<file path="src/cfp_pkg.sv">
// ----------------------------------------------------------------------------
// CSV field parser package
// Shared types and constants for the CSV line field parser.
// ----------------------------------------------------------------------------
`default_nettype none

package cfp_pkg;

	localparam int ByteW       = 8;
	localparam int FieldNumW   = 10;
	localparam int CfgIdxW     = 1;
	localparam int QueueDepth  = 4;
	localparam int QueuePtrW   = $clog2(QueueDepth);
	localparam int QueueCntW   = $clog2(QueueDepth + 1);

	localparam logic [FieldNumW-1:0] MaxFieldIndex = FieldNumW'(1023);

	localparam logic [ByteW-1:0] DelimiterReset = 8'd44;
	localparam logic [ByteW-1:0] QuoteReset     = 8'd34;

	localparam logic [CfgIdxW-1:0] RegDelimiter = 1'b0;
	localparam logic [CfgIdxW-1:0] RegQuote     = 1'b1;

	localparam logic FuncByte = 1'b0;
	localparam logic FuncEol  = 1'b1;

	typedef struct packed {
		logic             func;
		logic [ByteW-1:0] char_byte;
	} in_item_t;

	typedef struct packed {
		logic [ByteW-1:0]     field_char;
		logic                 char_valid;
		logic                 field_end;
		logic                 row_end;
		logic                 empty_line;
		logic [FieldNumW-1:0] field_number;
	} out_item_t;

	typedef struct packed {
		logic             is_eol;
		logic             is_quote;
		logic             is_delim;
		logic [ByteW-1:0] char_byte;
	} class_item_t;

endpackage

`default_nettype wire

</file>
<file path="src/cfp_front.sv">
// ----------------------------------------------------------------------------
// CSV field parser front end
// Holds the delimiter and quote registers and classifies each input byte.
// ----------------------------------------------------------------------------
`default_nettype none

module cfp_front (
	input  wire logic                         clk,
	input  wire logic                         arst_n,
	input  wire logic                         cfg_wen,
	input  wire logic [cfp_pkg::CfgIdxW-1:0]  cfg_idx,
	input  wire logic [cfp_pkg::ByteW-1:0]    cfg_data,
	input  wire cfp_pkg::in_item_t            item,
	output cfp_pkg::class_item_t              cls
);

	logic [cfp_pkg::ByteW-1:0] delimiter_q;
	logic [cfp_pkg::ByteW-1:0] quote_q;

	always_ff @(posedge clk or negedge arst_n) begin
		if (!arst_n) begin
			delimiter_q <= cfp_pkg::DelimiterReset;
			quote_q     <= cfp_pkg::QuoteReset;
		end else if (cfg_wen) begin
			unique case (cfg_idx)
				cfp_pkg::RegDelimiter: delimiter_q <= cfg_data;
				cfp_pkg::RegQuote:     quote_q     <= cfg_data;
				default: ;
			endcase
		end
	end

	always_comb begin
		cls.is_eol    = (item.func == cfp_pkg::FuncEol);
		cls.is_quote  = (item.char_byte == quote_q);
		cls.is_delim  = (item.char_byte == delimiter_q);
		cls.char_byte = item.char_byte;
	end

endmodule

`default_nettype wire

</file>
<file path="src/cfp_queue.sv">
// ----------------------------------------------------------------------------
// CSV field parser queue
// Short first-in first-out queue between the front end and the back end.
// ----------------------------------------------------------------------------
`default_nettype none

module cfp_queue (
	input  wire logic                  clk,
	input  wire logic                  arst_n,
	input  wire logic                  push,
	input  wire cfp_pkg::class_item_t  push_item,
	output logic                       full,
	input  wire logic                  pop,
	output logic                       empty,
	output cfp_pkg::class_item_t       head
);

	cfp_pkg::class_item_t store_q [cfp_pkg::QueueDepth];

	logic [cfp_pkg::QueuePtrW-1:0] wr_ptr_q;
	logic [cfp_pkg::QueuePtrW-1:0] rd_ptr_q;
	logic [cfp_pkg::QueueCntW-1:0] count_q;

	assign full  = (count_q == cfp_pkg::QueueCntW'(cfp_pkg::QueueDepth));
	assign empty = (count_q == '0);
	assign head  = store_q[rd_ptr_q];

	always_ff @(posedge clk) begin
		if (push) begin
			store_q[wr_ptr_q] <= push_item;
		end
	end

	always_ff @(posedge clk or negedge arst_n) begin
		if (!arst_n) begin
			wr_ptr_q <= '0;
			rd_ptr_q <= '0;
			count_q  <= '0;
		end else begin
			if (push) begin
				wr_ptr_q <= wr_ptr_q + 1'b1;
			end
			if (pop) begin
				rd_ptr_q <= rd_ptr_q + 1'b1;
			end
			if (push && !pop) begin
				count_q <= count_q + 1'b1;
			end else if (pop && !push) begin
				count_q <= count_q - 1'b1;
			end
		end
	end

endmodule

`default_nettype wire

</file>
<file path="src/cfp_back.sv">
// ----------------------------------------------------------------------------
// CSV field parser back end
// Parse state machine, field counter and registered result beat.
// ----------------------------------------------------------------------------
`default_nettype none

module cfp_back (
	input  wire logic                  clk,
	input  wire logic                  arst_n,
	input  wire logic                  q_empty,
	input  wire cfp_pkg::class_item_t  q_head,
	output logic                       q_pop,
	output logic                       out_valid,
	input  wire logic                  out_stall,
	output cfp_pkg::out_item_t         out_data
);

	localparam logic [2:0] PhStart     = 3'd0;
	localparam logic [2:0] PhUnquoted  = 3'd1;
	localparam logic [2:0] PhQuoted    = 3'd2;
	localparam logic [2:0] PhQuoteSeen = 3'd3;
	localparam logic [2:0] PhSkip      = 3'd4;

	logic [2:0]                      phase_q;
	logic                            has_bytes_q;
	logic [cfp_pkg::FieldNumW-1:0]   count_q;
	logic                            valid_q;
	cfp_pkg::out_item_t              data_q;

	logic [2:0]                      phase_d;
	logic                            has_bytes_d;
	logic [cfp_pkg::FieldNumW-1:0]   count_d;
	logic [cfp_pkg::FieldNumW-1:0]   count_inc;
	logic                            res_v;
	cfp_pkg::out_item_t              res;

	assign q_pop     = !q_empty && (!valid_q || !out_stall);
	assign out_valid = valid_q;
	assign out_data  = data_q;
	assign count_inc = (count_q < cfp_pkg::MaxFieldIndex) ? count_q + 1'b1 : count_q;

	always_comb begin
		phase_d     = phase_q;
		has_bytes_d = 1'b1;
		count_d     = count_q;
		res_v       = 1'b0;
		res         = '0;
		res.field_number = count_q;
		if (q_head.is_eol) begin
			res_v       = 1'b1;
			res.row_end = 1'b1;
			if (!has_bytes_q) begin
				res.empty_line   = 1'b1;
				res.field_number = '0;
			end else begin
				res.field_end = 1'b1;
			end
			phase_d     = PhStart;
			has_bytes_d = 1'b0;
			count_d     = '0;
		end else begin
			unique case (phase_q)
				PhStart: begin
					if (q_head.is_quote) begin
						phase_d = PhQuoted;
					end else if (q_head.is_delim) begin
						res_v         = 1'b1;
						res.field_end = 1'b1;
						count_d       = count_inc;
					end else begin
						phase_d        = PhUnquoted;
						res_v          = 1'b1;
						res.char_valid = 1'b1;
						res.field_char = q_head.char_byte;
					end
				end
				PhUnquoted: begin
					if (q_head.is_delim) begin
						phase_d       = PhStart;
						res_v         = 1'b1;
						res.field_end = 1'b1;
						count_d       = count_inc;
					end else begin
						res_v          = 1'b1;
						res.char_valid = 1'b1;
						res.field_char = q_head.char_byte;
					end
				end
				PhQuoted: begin
					if (q_head.is_quote) begin
						phase_d = PhQuoteSeen;
					end else begin
						res_v          = 1'b1;
						res.char_valid = 1'b1;
						res.field_char = q_head.char_byte;
					end
				end
				PhQuoteSeen: begin
					if (q_head.is_quote) begin
						phase_d        = PhQuoted;
						res_v          = 1'b1;
						res.char_valid = 1'b1;
						res.field_char = q_head.char_byte;
					end else if (q_head.is_delim) begin
						phase_d       = PhStart;
						res_v         = 1'b1;
						res.field_end = 1'b1;
						count_d       = count_inc;
					end else begin
						phase_d = PhSkip;
					end
				end
				default: begin
					if (q_head.is_delim) begin
						phase_d       = PhStart;
						res_v         = 1'b1;
						res.field_end = 1'b1;
						count_d       = count_inc;
					end else begin
						phase_d = PhSkip;
					end
				end
			endcase
		end
	end

	always_ff @(posedge clk or negedge arst_n) begin
		if (!arst_n) begin
			phase_q     <= PhStart;
			has_bytes_q <= 1'b0;
			count_q     <= '0;
			valid_q     <= 1'b0;
		end else begin
			if (q_pop) begin
				phase_q     <= phase_d;
				has_bytes_q <= has_bytes_d;
				count_q     <= count_d;
			end
			if (q_pop && res_v) begin
				valid_q <= 1'b1;
			end else if (!out_stall) begin
				valid_q <= 1'b0;
			end
		end
	end

	always_ff @(posedge clk) begin
		if (q_pop && res_v) begin
			data_q <= res;
		end
	end

endmodule

`default_nettype wire

</file>
<file path="src/csv_line_field_parser.sv">
// ----------------------------------------------------------------------------
// CSV line field parser
// Splits a byte stream of lines into decoded field characters and field ends.
// ----------------------------------------------------------------------------
// Input beats carry one line byte (func low) or an end-of-line mark (func
// high) on in_valid/in_stall. Output beats on out_valid/out_stall carry one
// decoded field character or a field end; row_end marks the last beat of a
// line, and a line with no bytes gives a single empty_line beat.
// Bytes that give no result (opening quote, quote inside a quoted field,
// dropped bytes after a closing quote) are absorbed without an output beat.
// The front end classifies bytes against the delimiter and quote registers
// and pushes them into a four-entry queue; the back end runs the parse state
// machine and holds the result in an output register.
// Throughput is one byte per cycle while the receiver does not stall, set
// by the state update in the back end. When the receiver stalls, the queue
// fills and in_stall rises. Reset clears the queue, the parser returns to
// field start with field number zero, and the registers return to comma and
// double quote. Registers must be written through cfg_wen, cfg_idx and
// cfg_data while idle; the block itself does not enforce this.
// ----------------------------------------------------------------------------
`default_nettype none

module csv_line_field_parser (
	input  wire logic                         clk,
	input  wire logic                         arst_n,
	input  wire logic                         cfg_wen,
	input  wire logic [cfp_pkg::CfgIdxW-1:0]  cfg_idx,
	input  wire logic [cfp_pkg::ByteW-1:0]    cfg_data,
	input  wire logic                         in_valid,
	output logic                              in_stall,
	input  wire cfp_pkg::in_item_t            in_data,
	output logic                              out_valid,
	input  wire logic                         out_stall,
	output cfp_pkg::out_item_t                out_data
);

	cfp_pkg::class_item_t cls;
	cfp_pkg::class_item_t q_head;
	logic                 q_full;
	logic                 q_empty;
	logic                 q_pop;
	logic                 q_push;

	assign in_stall = q_full;
	assign q_push   = in_valid && !q_full;

	cfp_front u_front (
		.clk      (clk),
		.arst_n   (arst_n),
		.cfg_wen  (cfg_wen),
		.cfg_idx  (cfg_idx),
		.cfg_data (cfg_data),
		.item     (in_data),
		.cls      (cls)
	);

	cfp_queue u_queue (
		.clk       (clk),
		.arst_n    (arst_n),
		.push      (q_push),
		.push_item (cls),
		.full      (q_full),
		.pop       (q_pop),
		.empty     (q_empty),
		.head      (q_head)
	);

	cfp_back u_back (
		.clk       (clk),
		.arst_n    (arst_n),
		.q_empty   (q_empty),
		.q_head    (q_head),
		.q_pop     (q_pop),
		.out_valid (out_valid),
		.out_stall (out_stall),
		.out_data  (out_data)
	);

endmodule

`default_nettype wire

</file>
<file path="config.mk">
export PLATFORM = sky130hd
export DESIGN_NAME = csv_line_field_parser
export DESIGN_NICKNAME = d
export VERILOG_FILES = /design/src/cfp_pkg.sv /design/src/cfp_front.sv /design/src/cfp_queue.sv /design/src/cfp_back.sv /design/src/csv_line_field_parser.sv
export SDC_FILE = /design/constraint.sdc
export NUM_CORES = 1
export LEC_CHECK = 0
export BUFFER_PORTS_ARGS = -buffer_cell sky130_fd_sc_hd__buf_2
export CELL_PAD_IN_SITES_DETAIL_PLACEMENT = 1
export CELL_PAD_IN_SITES_GLOBAL_PLACEMENT = 2
export CORE_MARGIN = 4
export CORE_UTILIZATION = 42
export DETAILED_ROUTE_END_ITERATION = 8
export PLACE_DENSITY_LB_ADDON = 0.1
export SLEW_MARGIN = 20
export SYNTH_ARGS = -nofsm -noshare
export SYNTH_HDL_FRONTEND = slang
export SYNTH_SLANG_ARGS = --single-unit
</file>
<file path="constraint.sdc">
create_clock -name clk -period 2.9 [get_ports clk]
set_input_delay 0.58 -clock clk [delete_from_list [all_inputs] [get_ports clk]]
set_output_delay 0.58 -clock clk [all_outputs]
set_load 0.02 [all_outputs]
</file>
==> results of run 1 <==
[layout by cell type, fill, tap and decap left out, types with 7 or more instances in the layout]
cell,n
clkbuf_8,9
inv_1,10
nand2_1,13
nor2_1,13
nand4_1,8
dfrtp_1,33
buf_4,7
mux4_2,10
xnor2_1,20
buf_2,45
a21oi_1,11
and2_1,14
mux2_2,17
nor2b_1,12
edfxtp_1,66
[metrics by stage]
stage	std cells	hold WS [ns]	util (%)	setup WS [ns]
detailed placement	483	0.4902	47.17	0.4697
global route	499	0.2195	49.14	0.2954
floorplan	307	0.2844	-	0.5310
global placement	483	0.4930	47.17	0.5329
CTS	499	0.3979	49.12	0.4340
finish	499	0.1935	49.14	0.4563
[critical path, stage by stage (launching register included)]
cell and delay, ns:
dfrtp_1 0.48, buf_4 0.24, mux4_1 0.50, nand2_1 0.37, or4_1 0.60, a21oi_1 0.16
[state kept, by name, indices dropped and copies added, names as in the netlist]
register	cells
u_queue.store_q	44
u_back.out_data	22
u_back.count_q	10
u_front.delimiter_q	8
u_front.quote_q	8
u_back.phase_q	3
u_queue.count_q	3
u_queue.rd_ptr_q	2
u_queue.wr_ptr_q	2
u_back.has_bytes_q	1
u_back.out_valid	1
[cells by family (layout without fill, tap and decap cells)]
logic type	after synthesis	in the layout
AOI/OAI and AO/OA	32	32
xor gates and xnor gates	22	22
adders and majority gates	7	7
buffers and inverters	23	79
DFF	104	104
muxes	30	30
and+or+nand+nor	89	89
[per-layer routing]
layer	GRT usage, %	wire [microns]	vias up
met1	18.58	3784	1324
met2	27.42	4745	46
met5	0	0	-
met3	3.967	374	12
li1	-	-	1237
met4	4.888	131	0
[layout make-up]
type	instances	area, sq um
Clock buffer	10	127.6
Clock inverter	6	75.07
Fill cell	1054	5298
Inverter	11	41.29
Multi-Input combinational cell	180	1488
Sequential cell	104	2939
Tap cell	136	170.2
Timing Repair Buffer	52	277.8
[worst min path at each step]
stage | slack, ns | startpoint | endpoint | depth (start not counted)
final | 0.19 | arst_n | u_front.quote_q[6] | 1
after global routing | 0.22 | arst_n | u_front.quote_q[6] | 1
after CTS | 0.40 | arst_n | u_queue.count_q[1] | 1
after detailed placement | 0.49 | u_queue.count_q[2] | u_queue.count_q[2] | 1
after global placement | 0.49 | u_queue.count_q[2] | u_queue.count_q[2] | 1
after floorplan | 0.28 | arst_n | u_back.count_q[0] | 0
[power breakdown]
part	internal (mW)	switching, mW	total [mW]
clock network	0.414	0.514	0.927
logic	0.702	1.11	1.81
registers	2.09	0.211	2.30
total	3.20	1.83	5.04
==> impl_metrics.env, run 1 <==
export IMPL_synth_top_family_by_area="simple AND/OR/NAND/NOR gates"
export IMPL_p_leak_nw=1.958
export IMPL_synth_edf_count=66
export IMPL_netlist_area_sq_mm=0.004541
export IMPL_antenna_found_initial=0
export IMPL_synth_simple_gate_area_share_pct=11.63
export IMPL_drcViolationCount=0
export IMPL_cts_root_buf="clkbuf_8"
export IMPL_design_portCount=47
export IMPL_cp_max_fo=15
export IMPL_status="completed"
export IMPL_grt_pass1_vias=2909
export IMPL_setup_viol=0
export IMPL_fin_skew_ns=0.01098
export IMPL_yosys_warnings=0
export IMPL_globalplace_congestion=0.7289
export IMPL_worstSetupEndpointType="flip-flop"
export IMPL_post_synth_mux_area_share_pct=10.20
export IMPL_io_buffers=46
export IMPL_cts_buffers=9
export IMPL_ys_seq_area_share_pct=64.73
export IMPL_grt_max_degree=39
export IMPL_fin_tns_setup_ns=0
export IMPL_grtUsageTotal_pct=15.51
export IMPL_cts_tree="built"
export IMPL_synthCells=307
export IMPL_grt_pass1_wl_mm=15.15
export IMPL_cts_resized=0
export IMPL_total_power_mw=5.037
export IMPL_area_growth_pct=12.73
export IMPL_cts_hold_buf=0
export IMPL_wire_per_inst_microns=18.11
export IMPL_slew_violations=0
export IMPL_rsz0062_at_grt="no"
export IMPL_synth_common_cells="edfxtp_1 (66), dfrtp_1 (33), xnor2_1 (20)"
export IMPL_dr_pass1_iters=4
export IMPL_core_region_area_sq_mm=0.01042
export IMPL_gr_total_overflow=0
export IMPL_design_area_sq_mm=0.005119
export IMPL_clk_transition_reported_paths_ns=0.10
export IMPL_drive_gt1_share_pct=28.65
export IMPL_maxCapViolations=0
export IMPL_required_ns=3.19
export IMPL_peakVddDrop_mv=0.4589
export IMPL_fin_crit_sh_pct=84.26
export IMPL_clock_sinks=104
export IMPL_cts_buffer_depth=2
export IMPL_start_util_pct=43.59
export IMPL_place_area_sq_mm=0.004913
export IMPL_drt_total_wl_mm=9.035
export IMPL_synth_fp_nets=337
export IMPL_start_kind="flip-flop"
export IMPL_synth_area_leader_cell="edfxtp_1"
export IMPL_dieArea_sq_mm=0.01254
export IMPL_synthAdderAreaFrac_pct=2.094
export IMPL_r2r_end="u_back.count_q[4]"
export IMPL_timing_rr_start="u_queue.rd_ptr_q[0]"
export IMPL_crit_start="u_queue.rd_ptr_q[0]"
export IMPL_synth_most_common_cell="edfxtp_1"
export IMPL_nets=388
export IMPL_yosysUniqueCellTypes=48
export IMPL_vias=2619
export IMPL_clock_latency_ns=0.37
export IMPL_synthTopCellsByArea="edfxtp_1 (44%), dfrtp_1 (18%), mux4_2 (5.0%)"
export IMPL_dieWidth_microns=112.0
export IMPL_ff2ff_setup_slack_ns=0.46
export IMPL_ant_nets=0
export IMPL_hp_class="input port to async pin"
export IMPL_hold_viol=0
export IMPL_synth_compound_area_share_pct=4.602
export IMPL_maxSlewHeadroom_pct=48.50
export IMPL_synth_flop_cell="edfxtp_1"
export IMPL_drt_initial_drc_count=65
export IMPL_power_density_mw_per_mm2=984.1
export IMPL_tightestPinTransition_ns=0.7709
export IMPL_num_rows=37
export IMPL_worstSetupPathType="flip-flop to flip-flop"
export IMPL_cts_htree_levels=3
export IMPL_fp_dieH_microns=112.0
export IMPL_r2r_cells=5
export IMPL_fmax_ghz=0.4092
export IMPL_dp_hpwl_mm=6.480
export IMPL_via_per_inst=5.248
export IMPL_fin_crit_ns=2.444
export IMPL_ys_ff_latch=104
export IMPL_crit_end="u_back.count_q[4]"
export IMPL_post_cts_buffers=0
export IMPL_syn_avg_cell_area_sq_um=14.79
export IMPL_antenna_diode_count=0
export IMPL_worstPathArrival_ns=2.73
export IMPL_synthArstFlopShare_pct=36.54
export IMPL_synth_top_area_share_pct=43.65
export IMPL_synth_xor_area_share_pct=4.244
Power figures use the tool's default switching activity.
==> run 2, diff against run 1 <==
--- a/config.mk
+++ b/config.mk
@@ -9,7 +9,7 @@
 export CELL_PAD_IN_SITES_DETAIL_PLACEMENT = 1
 export CELL_PAD_IN_SITES_GLOBAL_PLACEMENT = 2
 export CORE_MARGIN = 4
-export CORE_UTILIZATION = 42
+export CORE_UTILIZATION = 38
 export DETAILED_ROUTE_END_ITERATION = 8
 export PLACE_DENSITY_LB_ADDON = 0.1
 export SLEW_MARGIN = 20
==> constraint.sdc (replaced) <==
create_clock -name clk -period 2.1 [get_ports clk]
set_input_delay 0.42 -clock clk [delete_from_list [all_inputs] [get_ports clk]]
set_output_delay 0.42 -clock clk [all_outputs]
set_load 0.02 [all_outputs]
==> impl_metrics.env, run 2 (synthesis gave the netlist of run 1 again) <==
export IMPL_gr_total_overflow=0
export IMPL_worstPathArrival_ns=2.29
export IMPL_antenna_found_initial=1
export IMPL_hold_viol=0
export IMPL_fin_crit_ns=2.018
export IMPL_vias=2718
export IMPL_grtUsageMet2_pct=24.42
export IMPL_worstSetupEndpointType="flip-flop"
export IMPL_crit_path_top_delay_cell="mux4_2"
export IMPL_post_cts_buffers=0
export IMPL_fin_tns_setup_ns=0
export IMPL_maxCapViolations=0
export IMPL_required_ns=2.37
export IMPL_top_register="u_queue.store_q"
export IMPL_power_switching_mw=2.764
export IMPL_num_rows=39
export IMPL_clk_transition_reported_paths_ns=0.07
export IMPL_drive_gt1_share_pct=36.18
export IMPL_swShare_pct=35.42
export IMPL_max_stage_delay_ns=0.52
export IMPL_drt_total_wl_mm=9.387
export IMPL_dieWidth_microns=117.3
export IMPL_start_util_pct=39.26
export IMPL_maxSlewHeadroom_pct=61.52
export IMPL_ff2ff_setup_slack_ns=0.08
export IMPL_cts_buffer_depth=2
export IMPL_crit_chain="mux4_2 > buf_4 > nand3b_4 > nand3_4 > or4_1 > a21oi_2"
export IMPL_cts_tree="built"
export IMPL_largest_reg_flops=44
export IMPL_fmax_ghz=0.4954
export IMPL_drt_initial_drc_count=121
export IMPL_nets=412
export IMPL_dr_pass1_iters=5
export IMPL_crit_family="simple AND/OR/NAND/NOR gates"
export IMPL_use_met3_pct=4.860
export IMPL_layout_common_cells="edfxtp_1 (66), buf_2 (46), dfrtp_1 (32), buf_4 (24), xnor2_1 (20)"
export IMPL_p_int_mw=5.039
export IMPL_grt_max_degree=23
export IMPL_status="completed"
export IMPL_io_buffers=46
export IMPL_dp_hpwl_mm=6.806
export IMPL_fin_crit_sh_pct=96.11
export IMPL_design_portCount=47
export IMPL_grtUsageTotal_pct=14.28
export IMPL_via_per_inst=5.128
export IMPL_tightestPinTransition_ns=0.5771
export IMPL_p_leak_nw=2.148
export IMPL_cp_max_fo=8
export IMPL_timing_rr_start="u_queue.rd_ptr_q[0]"
export IMPL_whs_ns=0.06405
export IMPL_cts_hold_buf=0
export IMPL_worstSetupPathType="flip-flop to flip-flop"
export IMPL_critPathBufInv=1
export IMPL_fin_skew_ns=0.01174
export IMPL_hp_class="input port to async pin"
export IMPL_cts_root_buf="clkbuf_16"
export IMPL_r2r_end="u_back.count_q[8]"
export IMPL_top_usage_layer="met2"
export IMPL_seqPwrFrac_pct=39.7
export IMPL_clock_latency_ns=0.35
export IMPL_dieArea_sq_mm=0.01376
export IMPL_start_kind="flip-flop"
export IMPL_fin_util_pct=47.73
export IMPL_grt_util_met1_pct=17.23
export IMPL_final_common_cell="edfxtp_1"
export IMPL_cts_buffers=9
export IMPL_rsz0062_at_grt="yes"
export IMPL_wire_per_inst_microns=17.71
export IMPL_peakVddDrop_mv=0.6318
export IMPL_clock_sinks=104
export IMPL_power_frac_comb_pct=39.8
export IMPL_power_density_mw_per_mm2=1414
export IMPL_grt_pass1_vias=2928
export IMPL_antenna_diode_count=0
export IMPL_num_fill_cells=1160
export IMPL_slew_violations=0
export IMPL_ant_nets=0
export IMPL_setup_viol=0
export IMPL_fp_dieH_microns=117.3
export IMPL_drcViolationCount=0
export IMPL_grt_pass1_wl_mm=15.26
export IMPL_p_clk_share_pct=20.5
export IMPL_cts_htree_levels=3
export IMPL_r2r_cells=6
export IMPL_globalplace_congestion=0.7783
export IMPL_area_growth_pct=21.58
export IMPL_core_region_area_sq_mm=0.01156
## run 2: cell count changes in the layout (fill, tap and decap cells not counted), moves of 2 or more
cell / change
buf_4: +17
clkbuf_16: +9
clkbuf_8: -9
nand2_4: +2
a21oi_1: -2
a21oi_2: +2
nand2_1: -2
buf_12: +4
## run 2: stage by stage
| step | cell area [sq um] | worst slack (ns) | std cells | power (mW) |
|---|---|---|---|---|
| CTS | 5478 | 0.009954 | 529 | 7.834 |
| global placement | 5197 | 0.05471 | 513 | 6.120 |
| global route | 5520 | 0.002227 | 530 | 8.337 |
| detailed placement | 5197 | 0.007118 | 513 | 6.203 |
| finish | 5520 | 0.08162 | 530 | 7.803 |
| floorplan | 4593 | 0.0001019 | 307 | 5.097 |
## run 2: worst max-delay path by stage
stage	startpoint	to	slack [ns]	depth (start not counted)
floorplan	u_queue.count_q[1]	u_queue.count_q[2]	0.0001	10
global placement	u_queue.rd_ptr_q[0]	u_back.out_data[18]	0.05	6
detailed placement	out_stall	u_back.count_q[7]	0.007	8
CTS	u_queue.count_q[2]	u_queue.count_q[2]	0.01	9
global route	u_queue.rd_ptr_q[0]	u_back.count_q[8]	0.002	6
finish	u_queue.rd_ptr_q[0]	u_back.count_q[8]	0.08	6
## run 2: power by group through the flow
stage	Clock, mW	Combinational [mW]	Sequential, mW
after floorplan	0	1.70	3.39
after global placement	0	2.99	3.13
after detailed placement	0	3.05	3.16
after CTS	1.66	3.06	3.11
after global routing	1.75	3.42	3.17
final	1.60	3.11	3.10
## run 2: layer usage
metal  routed length (microns)  vias to the layer above
met4                        99                        2
met3                       438                        9
met2                      4964                       51
met1                      3876                     1373
met5                         7                        -
li1                          -                     1283
## run 2: cell type report
cell class / instances / area [sq um] / share of cell area [%]
flip-flops and latches: 104 / 2940 / 53.26
multi-input cells: 181 / 1565 / 28.35
repair buffers: 75 / 501.7 / 9.089
clock buffers: 10 / 229.0 / 4.148
well taps: 143 / 178.9 / 3.241
inverters: 11 / 53.80 / 0.9746
clock inverters: 6 / 51.30 / 0.9293
## run 2: timing repair
item	4_1_cts	5_1_grt
hold endpoints to repair	0	0
gates resized for setup	0	11
endpoints found under the setup margin	0	41
